`src/sv/fac_pkg.sv`:
```
// Shared types, constants and helper functions for the size class allocator.
// Used by every module in this folder but fac_ram; depends on nothing else.
package fac_pkg;

  localparam int SIZE_W          = 32;
  localparam int ADDR_BITS       = 48;
  localparam int CLASS_W         = 5;
  localparam int STATUS_W        = 3;
  localparam int MAXREG_W        = 26;
  localparam int NUM_CLASSES_DEF = 26;
  localparam int STACK_DEPTH_DEF = 64;

  localparam logic [MAXREG_W-1:0] MAX_POOL_RESET = 26'd33554432;

  localparam logic OP_ALLOC = 1'b0;
  localparam logic OP_FREE  = 1'b1;

  localparam logic [STATUS_W-1:0] ST_HIT        = 3'd0;
  localparam logic [STATUS_W-1:0] ST_BACK_ROUND = 3'd1;
  localparam logic [STATUS_W-1:0] ST_BACK_OVER  = 3'd2;
  localparam logic [STATUS_W-1:0] ST_KEPT       = 3'd3;
  localparam logic [STATUS_W-1:0] ST_RELEASE    = 3'd4;
  localparam logic [STATUS_W-1:0] ST_NULL       = 3'd5;

  typedef struct packed {
    logic                 op;
    logic [SIZE_W-1:0]    size_bytes;
    logic [ADDR_BITS-1:0] block_addr;
  } fac_req_t;

  typedef struct packed {
    logic [STATUS_W-1:0]  status;
    logic [ADDR_BITS-1:0] result_addr;
    logic [SIZE_W-1:0]    backing_size;
    logic [CLASS_W-1:0]   size_class;
  } fac_rsp_t;

  // Classified request as it travels from the front end to the back end.
  typedef struct packed {
    logic                 is_free;
    logic                 null_addr;
    logic                 pooled;
    logic [CLASS_W-1:0]   cls;
    logic [SIZE_W-1:0]    size;
    logic [ADDR_BITS-1:0] addr;
  } fac_cmd_t;

  // Smallest k with 2^k >= s, for s of at least one. The top set bit of s-1
  // is found by a five-step binary search.
  function automatic logic [5:0] ceil_log2(logic [SIZE_W-1:0] s);
    logic [SIZE_W-1:0] v;
    logic [5:0]        pos;
    v   = s - 32'd1;
    pos = 6'd0;
    if (s <= 32'd1) begin
      return 6'd0;
    end
    if (v[31:16] != 16'd0) begin
      pos = pos + 6'd16;
      v   = v >> 16;
    end
    if (v[15:8] != 8'd0) begin
      pos = pos + 6'd8;
      v   = v >> 8;
    end
    if (v[7:4] != 4'd0) begin
      pos = pos + 6'd4;
      v   = v >> 4;
    end
    if (v[3:2] != 2'd0) begin
      pos = pos + 6'd2;
      v   = v >> 2;
    end
    if (v[1]) begin
      pos = pos + 6'd1;
    end
    return pos + 6'd1;
  endfunction

endpackage

```
`src/sv/fac_front.sv`:
```
// Front end: takes a request, registers it, works out its size class and
// whether the class stacks serve it, and pushes the result into the queue.
// Depends on fac_pkg.
module fac_front #(
  parameter int NUM_CLASSES = fac_pkg::NUM_CLASSES_DEF
) (
  input  logic                           clk,
  input  logic                           rst,
  input  logic                           start,
  input  fac_pkg::fac_req_t              req,
  input  logic [fac_pkg::MAXREG_W-1:0]   max_pool_bytes,
  output logic                           busy,
  output logic                           q_push,
  output fac_pkg::fac_cmd_t              q_data,
  input  logic                           q_full
);
  import fac_pkg::*;

  logic              held;
  fac_req_t          req_q;
  logic [SIZE_W-1:0] size_eff;
  logic [5:0]        k;
  logic              pooled;

  always_ff @(posedge clk) begin
    if (rst) begin
      held <= 1'b0;
    end else if (start && !busy) begin
      held <= 1'b1;
    end else if (q_push && !q_full) begin
      held <= 1'b0;
    end
  end

  always_ff @(posedge clk) begin
    if (start && !busy) begin
      req_q <= req;
    end
  end

  assign busy = held;

  always_comb begin
    size_eff = (req_q.size_bytes == '0) ? 32'd1 : req_q.size_bytes;
    k        = ceil_log2(size_eff);
    pooled   = (size_eff <= {6'd0, max_pool_bytes}) && (k < 6'(NUM_CLASSES));
    q_data.is_free   = (req_q.op == OP_FREE);
    q_data.null_addr = (req_q.block_addr == '0);
    q_data.pooled    = pooled;
    q_data.cls       = pooled ? k[CLASS_W-1:0] : '0;
    q_data.size      = size_eff;
    q_data.addr      = req_q.block_addr;
  end

  assign q_push = held;

endmodule

```
`config.mk`:
```
export PLATFORM = sky130hd
export DESIGN_NAME = fac_front
export DESIGN_NICKNAME = d
export VERILOG_FILES = /design/src/sv/fac_pkg.sv /design/src/sv/fac_front.sv
export SDC_FILE = /design/constraint.sdc
export NUM_CORES = 1
export LEC_CHECK = 0
export ABC_AREA = 1
export BUFFER_PORTS_ARGS = -buffer_cell sky130_fd_sc_hd__buf_2
export CORE_MARGIN = 2
export CORE_UTILIZATION = 40
export DETAILED_ROUTE_END_ITERATION = 12
export PLACE_DENSITY = 0.67
export SYNTH_ARGS = -nofsm -noshare
export SYNTH_HDL_FRONTEND = slang
export SYNTH_SLANG_ARGS = --single-unit
```
`constraint.sdc`:
```
create_clock -name clk -period 8 [get_ports clk]
set_input_delay 2.4 -clock clk [delete_from_list [all_inputs] [get_ports clk]]
set_output_delay 2.4 -clock clk [all_outputs]
set_load 0.02 [all_outputs]
```
==> metrics.txt <==
Yosys top cell area share=44.2%; DRC violations left=0; Initial DRC Count=197; ys flop type=edfxtp_1; Yosys warnings=0; xor and xnor area share after synthesis=3.02%; htree depth=3; Post-CTS Repair Setup Buffers=0; sequential share of the synthesized area=44.6%; Die Span X=121 µm; Initial Util=41.2%; Clock Path Buffers=2; largest net degree at the start of global routing=83; clk slew on worst S/H paths=0.06 ns; TritonRoute pass-1 iters=4; post-synthesis average cell area=8.92 µm²; critical path peak fanout=13; Post-Synth Adder-Cell Area=6.14%; Net Count, Synth=755; Post-Route Utilization=49.1%; Post-Syn Area=5500 µm²; die area=14,700 µm²; Max Transition Viols Final=0; Slowest-stage cell, CP=edfxtp_1; Synth area leaders=edfxtp_1, buf_4, nand2_1; Setup TNS=0 ns; Final ANT Viol Nets=0; clock skew=0.00407 ns; first-pass GRT wire length=22,000 µm; Routed WL=13,900 µm; worst skew pair latency=0.33 ns; cell count after synthesis=617; Post-synth ARST share=0%; via count=4,441; Worst Setup End Kind=output pin; VDD IR max=0.151 mV; I/O pin count=201; CORE AREA=13,300 µm²; crit path time final=6.95 ns; post-synthesis register bit count=82; Rows=42; RSZ-0062 raised after global routing=false; Layout area overhead=19.2%; GPL Wtd Cong=1.02; post-synthesis compound-gate area fraction=3.93%; Vert. Die Dim=121 µm; EDFF count, synth=81; Max Cap Violations=0; mux cell area share after synthesis=0%; DP HPWL=11,600 µm; initial antenna violation count=1; Port Buf Inserts=200; share of cells above drive strength 1=38.3%; Yosys cell types=41; Overflow after GRT=0; Post-CTS Resized=0; Crit Path Category=register to output pin; top cell type by total area after synthesis=edfxtp_1; Most Frequent Cell on Critical Path=nand2_1; CTS Buf Count=9; number of global-route vias before repair=4,597; Hold WC Path Type=register to register; final setup vio count=0; clk root buf=clkbuf_16; status=complete, no violations; Final Cycle Share=86.8%; largest family of logic cells by synthesized area=simple AND/OR/NAND/NOR gates; vias per std cell=4.79; crit path DAT=4.55 ns; Final Hold Vio Count=0; hold_ws=0.566 ns; Sinks on Clock Net=82; PD cells=178 nW/µm²; Worst Path Required=5.60 ns; maximum clock rate=144 MHz; WL per Instance=15.0 µm; CP max stage delay=0.51 ns; Worst-Margin Slew=1.02 ns; # hold bufs at CTS=0; Finished Layout Cells=928; placed insts=911; Worst slew margin=31.9%; CTS tree=built; gr usage total=19.6%; Post-Synth Simple-Gate Area=27.0%; crit start category=register; P_leak=3.14 nW; Layout Nets=884
cell usage in the layout, fill, tap and decap left out, drive strengths merged:
cell	n
diode	1
o21bai	2
inv	84
nand3b	3
nor2	79
clkinv	1
o21ai	11
clkbuf	11
a21boi	1
o21a	2
o2111ai	1
o211ai	4
nand2	121
nor4	13
nand3	37
buf	202
and2	1
or2	6
xor2	14
nand4	18
nor3	8
xnor2	5
a21oi	10
ha	27
dfxtp	1
a21o	1
clkinvlp	1
bufinv	3
a31oi	1
a221oi	2
edfxtp	81
cell usage after synthesis, types with 6 or more instances:
master    count
edfxtp_1     81
nor3_1        6
nor2_1       52
nor4_1       13
nand3_1      31
buf_4        51
nand2_1     100
nand4_1      15
inv_1        76
xor2_1       14
nor2_4        8
nor2_2       18
ha_1         27
o21ai_0      10
nand3_2       6
inv_2         8
clkbuf_1     30
nand2_2      18
a21oi_1      10
cell families (layout without fill, tap and decap cells):
kind of cell,after synthesis,in the layout
flops,82,82
xor+xnor,19,19
compound gates,35,35
buf+inv,168,302
simple gates,286,286
other cells,0,1
fa+ha+maj,27,27
cell type report:
type | instances | area, µm²
flip-flops and latches | 82 | 2450
well taps | 176 | 220
diodes | 1 | 2.50
clock inverters | 5 | 103
multi-input cells | 367 | 2220
repair buffers | 202 | 1020
fillers | 1333 | 6790
inverters | 84 | 315
clock buffers | 11 | 233
path summary, 6_finish.rpt:
path	start	to	slack, ns	cells after the start
worst min register to register	busy$_SDFFE_PP0P_	busy$_SDFFE_PP0P_	0.57	2
worst min-delay path	busy$_SDFFE_PP0P_	busy$_SDFFE_PP0P_	0.57	2
worst max register to register	busy$_SDFFE_PP0P_	req_q[60]$_DFFE_PP_	6.34	2
worst max-delay path	req_q[60]$_DFFE_PP_	q_data[82]	1.05	30
sequential cells by signal (all words and copies together), names as in the netlist:
name,cells
busy,1
q_data,49
req_q,32
where the power goes:
group          internal, mW  switching (mW)
Sequential            0.506          0.0242
Clock                 0.304           0.154
Combinational        0.0666           0.114
per-layer routing:
layer	track usage, %	vias up	wire length, µm
li1	-	2227	-
met1	22.8	2029	5400
met2	34.7	165	7110
met3	4.89	20	1080
met4	7.61	0	287
met5	0	-	0
critical path, delay by kind of cell (launching register included):
kind / cells / cell delay [ns]
buffers and inverters: 1 / 0.15
XOR/XNOR: 1 / 0.26
adder cells (fa/ha/maj): 1 / 0.20
AO/OA/AOI/OAI: 2 / 0.44
AND/OR/NAND/NOR: 25 / 2.62
flip-flops: 1 / 0.51
metrics by stage:
step	instance area, µm²	power [mW]	setup WS, ns
5_1_grt	6560	1.22	0.586
2_1_floorplan	5500	0.668	1.61
4_1_cts	6560	1.18	1.05
3_3_place_gp	6220	0.719	1.17
6_report	6560	1.17	1.05
3_5_place_dp	6220	0.721	1.17
(Power assumes the default switching activity.)
