$ cat src/sv/fac_pkg.sv
// Shared types, constants and helper functions for the size class allocator.
// Used by every module in this folder but fac_ram; depends on nothing else.
package fac_pkg;

  localparam int SIZE_W          = 32;
  localparam int ADDR_BITS       = 48;
  localparam int CLASS_W         = 5;
  localparam int STATUS_W        = 3;
  localparam int MAXREG_W        = 26;
  localparam int NUM_CLASSES_DEF = 26;
  localparam int STACK_DEPTH_DEF = 64;

  localparam logic [MAXREG_W-1:0] MAX_POOL_RESET = 26'd33554432;

  localparam logic OP_ALLOC = 1'b0;
  localparam logic OP_FREE  = 1'b1;

  localparam logic [STATUS_W-1:0] ST_HIT        = 3'd0;
  localparam logic [STATUS_W-1:0] ST_BACK_ROUND = 3'd1;
  localparam logic [STATUS_W-1:0] ST_BACK_OVER  = 3'd2;
  localparam logic [STATUS_W-1:0] ST_KEPT       = 3'd3;
  localparam logic [STATUS_W-1:0] ST_RELEASE    = 3'd4;
  localparam logic [STATUS_W-1:0] ST_NULL       = 3'd5;

  typedef struct packed {
    logic                 op;
    logic [SIZE_W-1:0]    size_bytes;
    logic [ADDR_BITS-1:0] block_addr;
  } fac_req_t;

  typedef struct packed {
    logic [STATUS_W-1:0]  status;
    logic [ADDR_BITS-1:0] result_addr;
    logic [SIZE_W-1:0]    backing_size;
    logic [CLASS_W-1:0]   size_class;
  } fac_rsp_t;

  // Classified request as it travels from the front end to the back end.
  typedef struct packed {
    logic                 is_free;
    logic                 null_addr;
    logic                 pooled;
    logic [CLASS_W-1:0]   cls;
    logic [SIZE_W-1:0]    size;
    logic [ADDR_BITS-1:0] addr;
  } fac_cmd_t;

  // Smallest k with 2^k >= s, for s of at least one. The top set bit of s-1
  // is found by a five-step binary search.
  function automatic logic [5:0] ceil_log2(logic [SIZE_W-1:0] s);
    logic [SIZE_W-1:0] v;
    logic [5:0]        pos;
    v   = s - 32'd1;
    pos = 6'd0;
    if (s <= 32'd1) begin
      return 6'd0;
    end
    if (v[31:16] != 16'd0) begin
      pos = pos + 6'd16;
      v   = v >> 16;
    end
    if (v[15:8] != 8'd0) begin
      pos = pos + 6'd8;
      v   = v >> 8;
    end
    if (v[7:4] != 4'd0) begin
      pos = pos + 6'd4;
      v   = v >> 4;
    end
    if (v[3:2] != 2'd0) begin
      pos = pos + 6'd2;
      v   = v >> 2;
    end
    if (v[1]) begin
      pos = pos + 6'd1;
    end
    return pos + 6'd1;
  endfunction

endpackage

$ cat src/sv/fac_queue.sv
// Two-entry queue of classified requests between the front and back ends.
// Depends on fac_pkg.
module fac_queue (
  input  logic              clk,
  input  logic              rst,
  input  logic              push,
  input  fac_pkg::fac_cmd_t push_data,
  output logic              full,
  input  logic              pop,
  output fac_pkg::fac_cmd_t pop_data,
  output logic              empty
);
  import fac_pkg::*;

  fac_cmd_t   slots [2];
  logic       wr_ptr;
  logic       rd_ptr;
  logic [1:0] count;
  logic       do_push;
  logic       do_pop;

  assign full     = (count == 2'd2);
  assign empty    = (count == 2'd0);
  assign do_push  = push && !full;
  assign do_pop   = pop && !empty;
  assign pop_data = slots[rd_ptr];

  always_ff @(posedge clk) begin
    if (rst) begin
      wr_ptr <= 1'b0;
      rd_ptr <= 1'b0;
      count  <= 2'd0;
    end else begin
      if (do_push) begin
        wr_ptr <= ~wr_ptr;
      end
      if (do_pop) begin
        rd_ptr <= ~rd_ptr;
      end
      if (do_push && !do_pop) begin
        count <= count + 2'd1;
      end else if (do_pop && !do_push) begin
        count <= count - 2'd1;
      end
    end
  end

  always_ff @(posedge clk) begin
    if (do_push) begin
      slots[wr_ptr] <= push_data;
    end
  end

endmodule

$ cat config.mk
export PLATFORM = sky130hd
export DESIGN_NAME = fac_queue
export DESIGN_NICKNAME = d
export VERILOG_FILES = /design/src/sv/fac_pkg.sv /design/src/sv/fac_queue.sv
export SDC_FILE = /design/constraint.sdc
export NUM_CORES = 1
export LEC_CHECK = 0
export ABC_AREA = 1
export BUFFER_PORTS_ARGS = -buffer_cell sky130_fd_sc_hd__buf_4
export CAP_MARGIN = 20
export CORE_UTILIZATION = 53
export CTS_CLUSTER_DIAMETER = 50
export DETAILED_ROUTE_END_ITERATION = 8
export PLACE_DENSITY = 0.84
export RECOVER_POWER = 25
export SLEW_MARGIN = 20
export SYNTH_ARGS = -nofsm -noshare
export SYNTH_HDL_FRONTEND = slang
export SYNTH_SLANG_ARGS = --single-unit
$ cat constraint.sdc
create_clock -name clk -period 14.85 [get_ports clk]
set_input_delay 3.7125 -clock clk [delete_from_list [all_inputs] [get_ports clk]]
set_output_delay 3.7125 -clock clk [all_outputs]
set_load 0.02 [all_outputs]
==> impl_metrics.py <==
metrics = {
    "drt": {
        "highest_layer": "met4",
        "drtIter0Drc": 167,
        "via_per_inst": 4.98,
        "wl_per_cell_um": 17.2,
        "first_pass_iters": 4,
        "dr_wl_met3_um": 851,
        "via_count": 3415,
        "detail-route-antenna-nets": 0,
        "drt-total-wl_um": 11800,
        "met1_length_um": 4650,
        "drc": 0,
        "met2_length_um": 6100,
    },
    "worst_setup_path": {
        "worstReg2RegStart": "count[1]",
        "cp-start-kind": "flip-flop",
        "r2r_end": "count[1]",
        "end_kind": "primary output",
        "crit_required_ns": 11.14,
        "crit_fanout": 48,
        "crit_type": "flip-flop to primary output",
        "reg2reg_slack_ns": 12.80,
        "reg2reg_depth": 9,
        "cp.arrival_ns": 2.44,
    },
    "pwr": {
        "switching_share": 0.276,
        "switchingPower_w": 0.000419,
        "p_leak_nw": 3.30,
        "p_comb_frac": 0.268,
        "cellPowerDensity_nw_per_um2": 173,
        "p_int_w": 0.00110,
        "total_power_w": 0.00152,
        "seq_power_share": 0.447,
        "ir_worst_vdd_uv": 93.3,
        "clkPwrFrac": 0.285,
    },
    "placement": {
        "dpl.cell_count": 654,
        "dp_hpwl_um": 7730,
        "port_buffers": 181,
        "gp_congestion": 0.700,
    },
    "finish": {
        "fillers": 769,
        "final_cells": 686,
        "area_growth_pct": 31.7,
        "n_antenna_cell": 0,
        "fin_util": 0.722,
        "drive_gt1_frac": 0.569,
        "nets": 598,
    },
    "yosys": {
        "synth_area_leaders": "edfxtp_1 (79%), mux2_2 (11%), mux2_4 (4.5%)",
        "synth_seq_area_share": 0.808,
        "ys_warn_count": 0,
        "syn_avg_cell_area_um2": 21.4,
        "synth_commonest_cells": "edfxtp_1 (176), mux2_2 (68), mux2_4 (20), inv_1 (9), nor2_1 (9)",
        "async_reset_ff_frac": 0,
        "synth_top_area_frac": 0.792,
        "syn_nets": 404,
        "ys_seq_elements": 181,
        "yosysMostFrequentCell": "edfxtp_1",
        "ys.flop_type": "edfxtp_1",
        "yosys.area.top_type": "edfxtp_1",
        "synth_cell_types": 15,
        "synth_area_um2": 6670,
        "synth_cells": 311,
        "synth_edf_count": 176,
    },
    "min_path": {
        "worstHoldStart": "wr_ptr",
        "min_path_cells": 2,
        "hp-class": "flip-flop to flip-flop",
        "holdPathEnd": "wr_ptr",
    },
    "global_route": {
        "grt_max_degree": 89,
        "grt-ovfl-total": 0,
        "grt_util_all_layers": 0.190,
        "grt_pass1_wl_um": 18000,
        "antenna_found_initial": 0,
        "grt_pass1_vias": 3571,
    },
    "floorplan": {
        "num_io_pins": 182,
        "coreArea_um2": 12200,
        "die_w_um": 114,
        "rows": 40,
        "dieArea_um2": 13000,
        "start_util": 0.548,
        "fp.dieH_um": 114,
    },
    "run_status": {
        "status": "finished, final reports clean",
    },
    "clock_network": {
        "clk_latency_ns": 0.42,
        "cts_buffers": 17,
        "cts_tree": "yes",
        "clock_sinks": 181,
        "root_buffer": "clkbuf_16",
        "clockBufferDepth": 2,
        "cts-resized-gates": 0,
        "cts_setup_buffers": 0,
        "cts_hold_buffers": 0,
        "clkTransAtPathRegs_ns": 0.06,
        "htreeDepth": 4,
    },
    "sta": {
        "setup_viol": 0,
        "finalCritPeriodShare": 0.414,
        "hold_violations": 0,
        "rsz0062_at_grt": "no",
        "fin_hold_ws_ns": 0.543,
        "slew_headroom": 0.454,
        "final.setup.tns_ns": 0,
        "worstMarginPinSlew_ns": 0.820,
        "fmax_ghz": 0.163,
        "fin_skew_ns": 0.00741,
        "period_needed_ns": 6.15,
        "drv_slew": 0,
    },
    "run": {
        "cap_viol_max_count": 0,
    },
}
-- sequential cells by signal (all words and copies together) (netlist names), named ones only --
register  count
wr_ptr        1
rd_ptr        1
count         2
slots       176
-- metrics by stage --
step,setup slack (ns),area [µm²]
global placement,9.12,8200
global route,8.57,8780
finish,8.70,8780
detailed placement,9.10,8230
floorplan,6.78,6670
CTS,8.65,8800
-- cell families (layout without fill, tap and decap cells) --
logic type	after synthesis	after routing	share of synthesized area
buf+inv	19	226	0.0163
compound gates	6	6	0.00450
simple gates	16	16	0.00994
mux	88	88	0.160
flops	181	181	0.808
fa+ha+maj	1	1	0.00188
-- power groups by stage --
stage | logic (W) | clock network, W | registers, W
6_report | 0.000407 | 0.000433 | 0.000678
5_1_grt | 0.000432 | 0.000460 | 0.000686
4_1_cts | 0.000414 | 0.000442 | 0.000680
3_5_place_dp | 0.000412 | 0 | 0.000690
3_3_place_gp | 0.000399 | 0 | 0.000687
2_1_floorplan | 0.000263 | 0 | 0.000678
-- how the worst max path moves through the flow --
stage / start / end
after global placement: flip-flop / pop_data[28]
after floorplan: push / slots[0][0]
after CTS: flip-flop / pop_data[35]
final: flip-flop / pop_data[11]
after global routing: flip-flop / pop_data[13]
after detailed placement: flip-flop / pop_data[11]
-- layout make-up --
| type | instances | area [µm²] | share of cell area |
|---|---|---|---|
| sequential | 181 | 5390 | 0.614 |
| tap | 168 | 210 | 0.0239 |
| clock inverter | 12 | 136 | 0.0155 |
| clock buffer | 20 | 437 | 0.0497 |
| inverter | 9 | 33.8 | 0.00385 |
| multi-input combinational | 111 | 1190 | 0.135 |
| timing repair buffer | 185 | 1390 | 0.158 |
-- metal layers --
layer  track usage  up-vias
li1              -     1603
met1         0.220     1670
met2         0.322      127
met3        0.0693       15
met4        0.0788        0
met5             0        -
-- worst max-delay path, cell delays in order (launching register included) --
cell and delay, ns:
dfxtp_4 0.75, buf_4 0.66, mux2_2 0.42, buf_4 0.16
-- placed cells by master (no fill, tap or decap) --
cell        netlist  layout
a21oi_1           1       1
and2_1            1       1
buf_1             0       1
buf_16            0       1
buf_4             0     123
buf_6             4       1
bufinv_16         0       3
clkbuf_1          0       9
clkbuf_16         0      17
clkbuf_4          0      53
clkinv_1          0       3
clkinv_2          0       4
clkinvlp_4        0       2
dfxtp_1           5       4
dfxtp_4           0       1
edfxtp_1        176     176
ha_1              1       1
inv_1             9       9
mux2_2           68      68
mux2_4           20      20
nand2_1           4       4
nand3_1           1       1
nand4_1           1       1
nor2_1            9       7
nor2_4            0       2
o21ai_0           5       5
(Power assumes the default switching activity.)
